## config.mk

```make
export PLATFORM = sky130hd
export DESIGN_NAME = neighbour_table_with_aging_core
export DESIGN_NICKNAME = d
export VERILOG_FILES = /design/src/sv/nta_pkg.sv /design/src/sv/nta_cell.sv /design/src/sv/neighbour_table_with_aging_core.sv
export VERILOG_INCLUDE_DIRS = /design/src /design/src/sv
export SDC_FILE = /design/constraint.sdc
export NUM_CORES = 1
export LEC_CHECK = 0
export BUFFER_PORTS_ARGS = -buffer_cell sky130_fd_sc_hd__buf_2
export CAP_MARGIN = 0
export CORE_UTILIZATION = 55
export DETAILED_ROUTE_END_ITERATION = 8
export PLACE_DENSITY = 0.82
export RECOVER_POWER = 100
export SYNTH_ARGS = -nofsm -noshare
export SYNTH_HDL_FRONTEND = slang
export SYNTH_SLANG_ARGS = --single-unit
export TNS_END_PERCENT = 50
```

## constraint.sdc

```tcl
create_clock -name clk -period 2.6 [get_ports clk]
set_input_delay 0 -clock clk [delete_from_list [all_inputs] [get_ports clk]]
set_output_delay 0 -clock clk [all_outputs]
set_load 0.02 [all_outputs]
```

## src/sv/neighbour_table_with_aging_core_macros.svh

```systemverilog
// assertion macros shared by the rtl
`ifndef NEIGHBOUR_TABLE_WITH_AGING_CORE_MACROS_SVH
`define NEIGHBOUR_TABLE_WITH_AGING_CORE_MACROS_SVH

// consequent checked in the same cycle as the antecedent
`define NTA_ASSERT_IMP(lbl, ante, cons, msg) \
  lbl: assert property (@(posedge clk) disable iff (rst) (ante) |-> (cons)) \
    else $error(msg);

// consequent checked in the cycle after the antecedent
`define NTA_ASSERT_NEXT(lbl, ante, cons, msg) \
  lbl: assert property (@(posedge clk) disable iff (rst) (ante) |=> (cons)) \
    else $error(msg);

`endif

```

## src/sv/nta_pkg.sv

```systemverilog
`default_nettype none

package nta_pkg;

  localparam int ID_W      = 16;
  localparam int AGE_W     = 3;
  localparam int CNT_OUT_W = 5;
  localparam int PADDR_W   = 3;
  localparam int PDATA_W   = 32;

  localparam logic [AGE_W-1:0] AGE_MAX       = 3'd7;
  localparam logic [AGE_W-1:0] AGE_LIMIT_RST = 3'd4;

  // register index (byte address divided by four)
  localparam logic [PADDR_W-3:0] REG_AGE_LIMIT = 1'b0;

  typedef enum logic {
    OP_HEARD = 1'b0,
    OP_TICK  = 1'b1
  } op_t;

  typedef enum logic [1:0] {
    S_IDLE,
    S_RUN,
    S_DONE
  } state_t;

  // command broadcast to every cell while an item walks the chain
  typedef struct packed {
    op_t               op;
    logic [ID_W-1:0]   id;
    logic [AGE_W-1:0]  age_limit;
  } cmd_t;

  // flags handed from cell to cell
  typedef struct packed {
    logic active;
    logic found;
    logic free_seen;
  } flags_t;

endpackage

`default_nettype wire

```

## src/sv/nta_cell.sv

```systemverilog
`default_nettype none

module nta_cell #(
  parameter int IDX_W    = 4,
  parameter int CNT_W    = 5,
  parameter int CELL_IDX = 0
) (
  input  wire logic             clk,
  input  wire logic             rst,
  input  wire nta_pkg::cmd_t    cmd,
  input  wire logic             ins_en,
  input  wire logic [IDX_W-1:0] ins_idx,
  input  wire nta_pkg::flags_t  flags_in,
  input  wire logic [IDX_W-1:0] idx_in,
  input  wire logic [CNT_W-1:0] removed_in,
  output nta_pkg::flags_t       flags_out,
  output logic [IDX_W-1:0]      idx_out,
  output logic [CNT_W-1:0]      removed_out
);
  import nta_pkg::*;

  localparam logic [IDX_W-1:0] MY_IDX = IDX_W'(CELL_IDX);

  logic             valid;
  logic [ID_W-1:0]  id;
  logic [AGE_W-1:0] age;

  logic             hit;
  logic             expire;
  logic             heard;
  logic             tick;
  logic             ins_here;
  logic [AGE_W-1:0] age_inc;
  flags_t           flags_next;
  logic [IDX_W-1:0] idx_next;
  logic [CNT_W-1:0] removed_next;

  always_comb begin
    heard    = flags_in.active && (cmd.op == OP_HEARD);
    tick     = flags_in.active && (cmd.op == OP_TICK);
    ins_here = ins_en && (ins_idx == MY_IDX);
    hit      = valid && (id == cmd.id);
    // age saturates at its maximum
    age_inc  = (age == AGE_MAX) ? age : age + AGE_W'(1);
    expire   = valid && (age_inc >= cmd.age_limit);

    flags_next.active    = flags_in.active;
    flags_next.found     = flags_in.found | (heard & hit);
    flags_next.free_seen = flags_in.free_seen | (heard & ~valid);
    // keep the lowest free cell seen so far
    idx_next     = flags_in.free_seen ? idx_in : MY_IDX;
    removed_next = removed_in + CNT_W'(tick & expire);
  end

  always_ff @(posedge clk) begin
    if (rst) begin
      valid <= 1'b0;
    end else if (ins_here) begin
      valid <= 1'b1;
    end else if (tick && expire) begin
      valid <= 1'b0;
    end
  end

  always_ff @(posedge clk) begin
    if (ins_here) begin
      id  <= cmd.id;
      age <= '0;
    end else if (heard && hit) begin
      age <= '0;
    end else if (tick && valid) begin
      age <= age_inc;
    end
  end

  always_ff @(posedge clk) begin
    if (rst) begin
      flags_out.active <= 1'b0;
    end else begin
      flags_out.active <= flags_next.active;
    end
    flags_out.found     <= flags_next.found;
    flags_out.free_seen <= flags_next.free_seen;
    idx_out             <= idx_next;
    removed_out         <= removed_next;
  end

endmodule

`default_nettype wire

```

## src/sv/neighbour_table_with_aging_core.sv

```systemverilog
// neighbour table with aging
// input channel (in_valid/in_ready) carries func and node_id: func 0 means a
// neighbour was heard, func 1 is an aging tick. output channel
// (out_valid/out_ready) returns one result per item: live entry count,
// added_new/refreshed/dropped_full for heard items, removed_count for ticks.
// each entry lives in one cell of a chain; an item is walked down the chain
// one cell per cycle, each cell comparing, aging or expiring its own entry and
// passing found/free/removed info to the next cell. a new id is written into
// the lowest free cell once the walk has finished.
// one item is in flight at a time: the result is registered once the item has
// walked the whole cell chain, and the next item is taken only after that result
// is loaded into the output register.
// when the receiver stalls the finished result is held in the output register;
// the next item is still taken and walked, then waits until that result leaves.
// the user must write age_limit over the apb port only while the block is idle;
// the block does not enforce this. reset (synchronous, active high) empties the
// table, clears the count and sets age_limit to 4; no clearing pass is needed.
`default_nettype none

`include "neighbour_table_with_aging_core_macros.svh"

module neighbour_table_with_aging_core #(
  parameter int DEPTH = 16
) (
  input  wire logic                             clk,
  input  wire logic                             rst,
  input  wire logic                             in_valid,
  output logic                                  in_ready,
  input  wire logic                             func,
  input  wire logic [nta_pkg::ID_W-1:0]         node_id,
  output logic                                  out_valid,
  input  wire logic                             out_ready,
  output logic [nta_pkg::CNT_OUT_W-1:0]         neighbour_count,
  output logic                                  added_new,
  output logic                                  refreshed,
  output logic                                  dropped_full,
  output logic [nta_pkg::CNT_OUT_W-1:0]         removed_count,
  input  wire logic                             psel,
  input  wire logic                             penable,
  input  wire logic                             pwrite,
  input  wire logic [nta_pkg::PADDR_W-1:0]      paddr,
  input  wire logic [nta_pkg::PDATA_W-1:0]      pwdata,
  output logic [nta_pkg::PDATA_W-1:0]           prdata,
  output logic                                  pready
);
  import nta_pkg::*;

  localparam int IDX_W = $clog2(DEPTH);
  localparam int CNT_W = $clog2(DEPTH + 1);

  state_t            state;
  state_t            state_next;
  cmd_t              cmd;
  logic              start;
  logic [AGE_W-1:0]  age_limit;
  logic [CNT_W-1:0]  live_cnt;
  logic [CNT_W-1:0]  live_next;

  logic              res_found;
  logic              res_free;
  logic [IDX_W-1:0]  res_idx;
  logic [CNT_W-1:0]  res_removed;

  logic              accept;
  logic              load_out;
  logic              ins_en;
  logic              cfg_wr;
  logic              reg_hit;

  flags_t            chain_flags [DEPTH+1];
  logic [IDX_W-1:0]  chain_idx   [DEPTH+1];
  logic [CNT_W-1:0]  chain_rem   [DEPTH+1];

  // configuration port
  assign pready  = 1'b1;
  assign reg_hit = (paddr[PADDR_W-1:2] == REG_AGE_LIMIT);
  assign cfg_wr  = psel && penable && pwrite && pready && reg_hit;
  assign prdata  = reg_hit ? PDATA_W'(age_limit) : '0;

  always_ff @(posedge clk) begin
    if (rst) begin
      age_limit <= AGE_LIMIT_RST;
    end else if (cfg_wr) begin
      age_limit <= pwdata[AGE_W-1:0];
    end
  end

  // cell chain
  assign chain_flags[0] = '{active: start, found: 1'b0, free_seen: 1'b0};
  assign chain_idx[0]   = '0;
  assign chain_rem[0]   = '0;

  for (genvar g = 0; g < DEPTH; g++) begin : g_cell
    nta_cell #(
      .IDX_W    (IDX_W),
      .CNT_W    (CNT_W),
      .CELL_IDX (g)
    ) u_cell (
      .clk         (clk),
      .rst         (rst),
      .cmd         (cmd),
      .ins_en      (ins_en),
      .ins_idx     (res_idx),
      .flags_in    (chain_flags[g]),
      .idx_in      (chain_idx[g]),
      .removed_in  (chain_rem[g]),
      .flags_out   (chain_flags[g+1]),
      .idx_out     (chain_idx[g+1]),
      .removed_out (chain_rem[g+1])
    );
  end

  // control
  always_comb begin
    state_next = state;
    in_ready   = 1'b0;
    load_out   = 1'b0;
    case (state)
      S_IDLE: begin
        in_ready = 1'b1;
        if (in_valid) state_next = S_RUN;
      end
      S_RUN: begin
        if (chain_flags[DEPTH].active) state_next = S_DONE;
      end
      S_DONE: begin
        // wait here while the previous result is still stalled
        if (!out_valid || out_ready) begin
          load_out   = 1'b1;
          state_next = S_IDLE;
        end
      end
      default: state_next = S_IDLE;
    endcase
  end

  assign accept = in_valid && in_ready;
  assign ins_en = load_out && (cmd.op == OP_HEARD) && !res_found && res_free;

  always_comb begin
    if (cmd.op == OP_HEARD) begin
      live_next = live_cnt + CNT_W'(ins_en);
    end else begin
      live_next = (live_cnt >= res_removed) ? live_cnt - res_removed : '0;
    end
  end

  always_ff @(posedge clk) begin
    if (rst) begin
      state    <= S_IDLE;
      start    <= 1'b0;
      live_cnt <= '0;
    end else begin
      state <= state_next;
      start <= accept;
      if (load_out) live_cnt <= live_next;
    end
  end

  always_ff @(posedge clk) begin
    if (accept) begin
      cmd.op        <= op_t'(func);
      cmd.id        <= node_id;
    end
    cmd.age_limit <= age_limit;
    if (chain_flags[DEPTH].active) begin
      res_found   <= chain_flags[DEPTH].found;
      res_free    <= chain_flags[DEPTH].free_seen;
      res_idx     <= chain_idx[DEPTH];
      res_removed <= chain_rem[DEPTH];
    end
  end

  // output register
  always_ff @(posedge clk) begin
    if (rst) begin
      out_valid <= 1'b0;
    end else if (load_out) begin
      out_valid <= 1'b1;
    end else if (out_ready) begin
      out_valid <= 1'b0;
    end
  end

  always_ff @(posedge clk) begin
    if (load_out) begin
      neighbour_count <= CNT_OUT_W'(live_next);
      if (cmd.op == OP_HEARD) begin
        added_new     <= ins_en;
        refreshed     <= res_found;
        dropped_full  <= !res_found && !res_free;
        removed_count <= '0;
      end else begin
        added_new     <= 1'b0;
        refreshed     <= 1'b0;
        dropped_full  <= 1'b0;
        removed_count <= CNT_OUT_W'(res_removed);
      end
    end
  end

  `NTA_ASSERT_IMP(a_live_bound, 1'b1, live_cnt <= CNT_W'(DEPTH), "live count above depth")
  `NTA_ASSERT_IMP(a_ins_room, ins_en, live_cnt < CNT_W'(DEPTH), "insert into a full table")
  `NTA_ASSERT_IMP(a_tok_state, chain_flags[DEPTH].active, state == S_RUN,
    "chain finished outside a walk")
  `NTA_ASSERT_NEXT(a_one_flag, load_out, $onehot0({added_new, refreshed, dropped_full}),
    "more than one heard flag set")

endmodule

`default_nettype wire
```

; ---- After elaboration in Yosys (flattened, before gate mapping)
; Index checks and enable logic that the tools add are counted.
[word_totals]
regBits = 564
latch_bits = 0
ramBits = 0
rom_bits = 0
in_bits = 59
out_inout_bits = 48
mem_count = 0
[op_classes]
addsub = 33
multipliers = 0
div_mod_pow = 0
n_lt_le_gt_ge = 17
eq_ne = 52
shift = 0
muxes = 61
bitwise_logic = 96
n_reduce_logical = 176
[op_table]
columns = operator, count
row1 = 16-bit == test, 16
row2 = 1-bit logical AND, 136
row3 = 5-bit adder, 15
row4 = 3-bit 2-to-1 mux, 17
row5 = "3-bit by 1-bit adder with 3-bit output, second input constant", 16
row6 = 1-bit bitwise AND, 48
row7 = "3-bit == test, second input constant", 16
row8 = 3-bit >= comparator, 16
row9 = 1-bit 2-to-1 mux, 38
row10 = 2-bit nonzero test, 17
row11 = "4-bit == test, second input constant", 8
row12 = 2-bit OR reduction, 16
row13 = 1-bit bitwise OR, 30
row14 = 1-bit NOT, 18
row15 = "4-bit by 3-bit == test with 1-bit output, second input constant", 4
row16 = 5-bit 2-to-1 mux, 2
row17 = "4-bit by 2-bit == test with 1-bit output, second input constant", 2
row18 = 2-bit 2-to-1 mux, 3
row19 = 2-bit case mux with 3 select lines, 1
row20 = 5-bit by 1-bit adder with 5-bit output, 1
row21 = 5-bit >= comparator, 1
row22 = 5-bit subtractor, 1
row23 = "4-bit by 1-bit == test with 1-bit output, second input constant", 1
row24 = 4-bit zero test, 1
row25 = 8 further kinds, 11

; ---- Longest topological paths before layout
[logic_depth]
depth_word = 9
mapped_depth = 12
ltp_nobuf = 12

; ---- Cells and area by module
; From an unflattened synthesis, not the netlist that was laid out.
[unflattened]
cells_unflattened = 1754
hier_area_um2 = 23138.4
[modules_own_cells]
columns = mod, n_inst, cells_per_inst, area_each_um2, seq_area_each_um2
row1 = nta_cell at g_cell[10].u_cell ..., 5, 98, 1292.5, 800.8
row2 = nta_cell at g_cell[13].u_cell ..., 4, 98, 1290.0, 800.8
row3 = nta_cell at g_cell[1].u_cell ..., 2, 99, 1297.5, 800.8
row4 = nta_cell at g_cell[11].u_cell ..., 2, 97, 1290.0, 800.8
row5 = neighbour_table_with_aging_core, 1, 185, 2464.9, 1531.5
row6 = nta_cell at g_cell[0].u_cell, 1, 99, 1296.2, 800.8
row7 = nta_cell at g_cell[15].u_cell, 1, 99, 1292.5, 800.8
row8 = nta_cell at g_cell[3].u_cell, 1, 97, 1287.5, 800.8

; ---- Least setup slack after synthesis
; Ideal clock, no wire load.
[synth_timing]
kind = register to register
from = register cmd[19] (netlist name)
to = register g_cell[2].u_cell.id[0], enable pin
setup_time_ps = 409
t_arrival_ps = 2325
slack_ps = -134
stages_incl_launch_ff = 6
path_buffers = 1
synth_period_minus_slack_ps = 2734
cell_sequence = edfxtp_1 > buf_2 > nor3b_2 > nand3_2 > or2_1 > nor3_1
[synth_between]
elab_chain_cells = 5
[synth_rtl]
columns = item, line_no
row1 = 1-bit NOT, --
row2 = 1-bit logical AND (3 in a row), neighbour_table_with_aging_core.sv:138  ; assign ins_en = load_out && (cmd.op == OP_HEARD) && !res_found && res_free;
row3 = 1-bit logical AND, nta_cell.sv:41  ; ins_here = ins_en && (ins_idx == MY_IDX);
row4 = via g_cell[2].u_cell.ins_here, nta_cell.sv:32  ; logic ins_here;
row5 = "end signal, assigned", nta_cell.sv:67  ; id <= cmd.id;
row6 = "end, declared", nta_cell.sv:25  ; logic [ID_W-1:0] id;
; The timed path passes the listed nets, and every way through them passes these cells.
; A chain may end at the register's enable or synchronous reset.

; ---- Worst setup path in the final report
[layout_timing]
from = register g_cell[14].u_cell.age[0]
to = register g_cell[14].u_cell.removed_out[4]
[layout_between]
elab_chain_cells = 6
[layout_rtl]
columns = item, line_no
row1 = "start, declared", nta_cell.sv:26  ; logic [AGE_W-1:0] age;
row2 = "start signal, assigned", nta_cell.sv:72  ; age <= age_inc;
row3 = 3-bit by 1-bit adder with 3-bit output or 3-bit == test (tied branches), nta_cell.sv:44  ; age_inc = (age == AGE_MAX) ? age : age + AGE_W'(1);
row4 = 3-bit 2-to-1 mux *, nta_cell.sv:44
row5 = via g_cell[14].u_cell.age_inc[1], nta_cell.sv:33  ; logic [AGE_W-1:0] age_inc;
row6 = 3-bit >= comparator *, nta_cell.sv:45  ; expire = valid && (age_inc >= cmd.age_limit);
row7 = 1-bit logical AND *, nta_cell.sv:45
row8 = 1-bit bitwise AND *, nta_cell.sv:52  ; removed_next = removed_in + CNT_W'(tick & expire);
row9 = 5-bit adder *, nta_cell.sv:52
row10 = via g_cell[14].u_cell.removed_next[4], nta_cell.sv:36  ; logic [CNT_W-1:0] removed_next;
row11 = "end signal, assigned", nta_cell.sv:85  ; removed_out <= removed_next;
row12 = "end, declared", nta_cell.sv:18  ; output logic [CNT_W-1:0] removed_out
; Mark *: on every way through the listed nets, which the timed path passes. The rest lies on a longest branch.

==> results.yml <==
status:
  status: "complete, but fails checks"
  violations: "max-capacitance violations, max-slew violations"
yosys:
  synthCells: 1685
  yosysSeqAreaShare: 0.617
  async_flop_share: 0
  yosysUniqueCellTypes: 50
  synth_warnings: 0
  netlist_area_um2: 22500
  synthFlopType: "edfxtp_1"
  yosys_register_bits: 543
  avgSynthCellArea_um2: 13.3
  synth_enable_flop_cells: 297
worst_hold_path:
  holdCritPathClass: "input port to flip-flop"
  hold_end: "cmd[11]$_DFFE_PP_"
  hold_path_depth: 2
  worstHoldStart: "node_id[8]"
routing:
  drt_iter0_markers: 894
  drt_wl_total_um: 43300
  drc: 0
  vias: 12900
  via_per_inst: 5.40
  drtAntennaViolNets: 0
  drtPass1Iterations: 5
  wl_per_cell_um: 18.1
timing:
  period_share: 0.958
  finalClockSkew_ns: 0.0290
  fmax_mhz: 401
  tightest_slew_ns: 1.78
  fin_crit_ns: 2.49
  hold_violations: 0
  relSlewSlack: -0.186
  final_max_slew_viol_count: 28
  setup_viol: 0
  hold_slack_ns: 0.134
pwr:
  leakagePower_nw: 9.38
  powerDensity_nw_per_um2: 678
  ir_worst_vdd_uv: 522
worst_setup_path:
  r2r-end: "g_cell[14].u_cell.removed_out[4]$_DFF_P_"
  criticalPathCategory: "flip-flop to flip-flop"
  r2r_start: "g_cell[14].u_cell.age[0]$_SDFFE_PP0P_"
  critPathRequiredTime_ns: 3.10
  critPathArrivalTime_ns: 2.99
  reg2reg_depth: 11
  critPathCaptureType: "flip-flop"
  start_kind: "flip-flop"
  cp-startpoint: "g_cell[14].u_cell.age[0]$_SDFFE_PP0P_"
  r2r_slack_ns: 0.11
  crit_fanout: 4
global_route:
  grt_use_total: 0.212
  grt_max_degree: 44
  grt_overflow: 0
  grt_pass1_vias: 13100
  grt_pass1_wl_um: 68600
  antenna_found_initial: 0
placement:
  placed_area_um2: 23400
  post-dp-hpwl_um: 27400
  place.gp.congestion: 0.790
  portBuffers: 45
clocking:
  clk_latency_ns: 0.58
  post_cts.repair.setup_buffers: 0
  cts_sinks: 543
  clockBufferDepth: 3
  numCtsBuffers: 52
  htree_num_levels: 2
  cts_tree: "done"
  cts-root-buf: "clkbuf_16"
  clkTransAtPathRegs_ns: 0.06
die:
  core-area_um2: 40000
  io_pins: 107
  die_y_um: 204
  dieArea_um2: 41600
  start_util: 0.561
  rows: 73
  die_w_um: 204
cells_and_area:
  fin_area_um2: 25200
  n_fill_cell: 2960
  n_antenna_cell: 0
  layout-drive-gt1-share: 0.114
  layout.nets: 1986
  final_cell_mix: "edfxtp_1, dfxtp_1, xor2_1"
  layout_commonest_cell: "edfxtp_1"
  area_growth_pct: 12.4
job:
  drv_cap: 1
-- report_power, final --
group          switching, mW  total, mW  internal [mW]
registers             0.0727       9.18           9.11
logic                  0.383      0.622          0.239
clock network           3.05       7.31           4.25
total                   3.51       17.1           13.6
-- cell usage after synthesis, types with 3 or more instances --
master     instances  area share
a21o_1            17      0.0057
a21oi_1           42      0.0094
a31o_2            11      0.0043
a41oi_1           15      0.0059
and2_1            20      0.0056
and3_1             4      0.0011
buf_2             14      0.0031
buf_4             33       0.011
buf_6             18      0.0090
clkbuf_1          10      0.0017
dfxtp_1          246        0.22
edfxtp_1         297        0.40
ha_1             100       0.056
inv_1             28      0.0047
mux2_2            16      0.0080
mux2i_1           20      0.0089
nand2_1           52      0.0087
nand2b_1          51       0.014
nand3_1           59       0.013
nand4_1           31      0.0086
nor2_1            39      0.0065
nor2_2             4      0.0011
nor2b_1           22      0.0061
nor3_1            70       0.016
nor3_2            22      0.0098
nor4_1            32      0.0089
nor4_2             3      0.0017
o21ai_0           10      0.0022
o2bb2ai_1         15      0.0059
or2_1             16      0.0045
or2_2             16      0.0045
xnor2_1          135       0.053
xor2_1           194       0.076
-- worst max-delay path by stage --
stage / endpoint / cells after the start
2_1_floorplan: g_cell[7].u_cell.id[0]$_DFFE_PP_ / 5
3_3_place_gp: g_cell[11].u_cell.removed_out[4]$_DFF_P_ / 11
3_5_place_dp: g_cell[14].u_cell.removed_out[4]$_DFF_P_ / 11
4_1_cts: g_cell[14].u_cell.removed_out[4]$_DFF_P_ / 11
5_1_grt: g_cell[13].u_cell.removed_out[4]$_DFF_P_ / 11
6_report: g_cell[14].u_cell.removed_out[4]$_DFF_P_ / 11
-- layer usage --
metal	vias up	GRT usage	routed length, um
met3	81	0.0301	2190
met5	-	0	0
met2	318	0.362	20900
met1	6317	0.280	19200
met4	0	0.0634	978
li1	6204	-	-
-- cell type report --
type / instances / area, um2 / share of cell area
inverters: 30 / 113 / 0.00446
clock inverters: 8 / 55.1 / 0.00218
repair buffers: 137 / 943 / 0.0374
well taps: 525 / 657 / 0.0260
multi-input cells: 1062 / 7990 / 0.317
clock buffers: 87 / 1630 / 0.0645
flip-flops and latches: 543 / 13800 / 0.549
-- logic make-up after synthesis --
logic type / synth area share
buffers and inverters: 0.0323
AND/OR/NAND/NOR: 0.113
adder cells (fa/ha/maj): 0.0566
AO/OA/AOI/OAI: 0.0360
flip-flops: 0.617
multiplexers: 0.0169
XOR/XNOR: 0.128
other: 0.000334
-- sequential cells by signal, indices dropped and copies added, names as in the netlist, 2 cells and up --
register                   cells
state                          2
live_cnt                       5
res_idx                        4
g_cell.u_cell.age             48
g_cell.u_cell.id             256
removed_count                  5
g_cell.u_cell.valid           16
g_cell.u_cell.idx_out         49
g_cell.u_cell.removed_out     70
res_removed                    5
neighbour_count                5
g_cell.u_cell.flags_out       48
cmd                           20
age_limit                      3
-- critical path, cell delays in order (launching register included) --
cell and delay, ns:
dfxtp_1 0.38, ha_1 0.23, nand2_1 0.11, mux2_1 0.36
ha_1 0.29, a21o_1 0.16, a21oi_1 0.17, nor2_2 0.08
ha_1 0.20, ha_1 0.21, nand3_1 0.11, xnor2_1 0.12
-- repair_timing --
item / in CTS / in global routing
gates resized for setup: 0 / 10
endpoints found under the hold margin: 44 / 0
hold buffers: 30 / 0
endpoints found under the setup margin: 0 / 8
-- per-stage QoR --
step / setup WS [ns] / std cells / utilization / total power, mW / setup TNS, ns
4_1_cts: 0.0814 / 2392 / 0.635 / 17.3 / 0
5_1_grt: -0.00570 / 2392 / 0.631 / 17.6 / -0.00570
6_report: 0.109 / 2392 / 0.631 / 17.1 / 0
2_1_floorplan: -0.0841 / 1713 / - / 9.80 / -5.19
3_3_place_gp: 0.204 / 2267 / 0.585 / 9.94 / 0
3_5_place_dp: 0.0967 / 2267 / 0.585 / 9.97 / 0
Power figures use the tool's default switching activity.
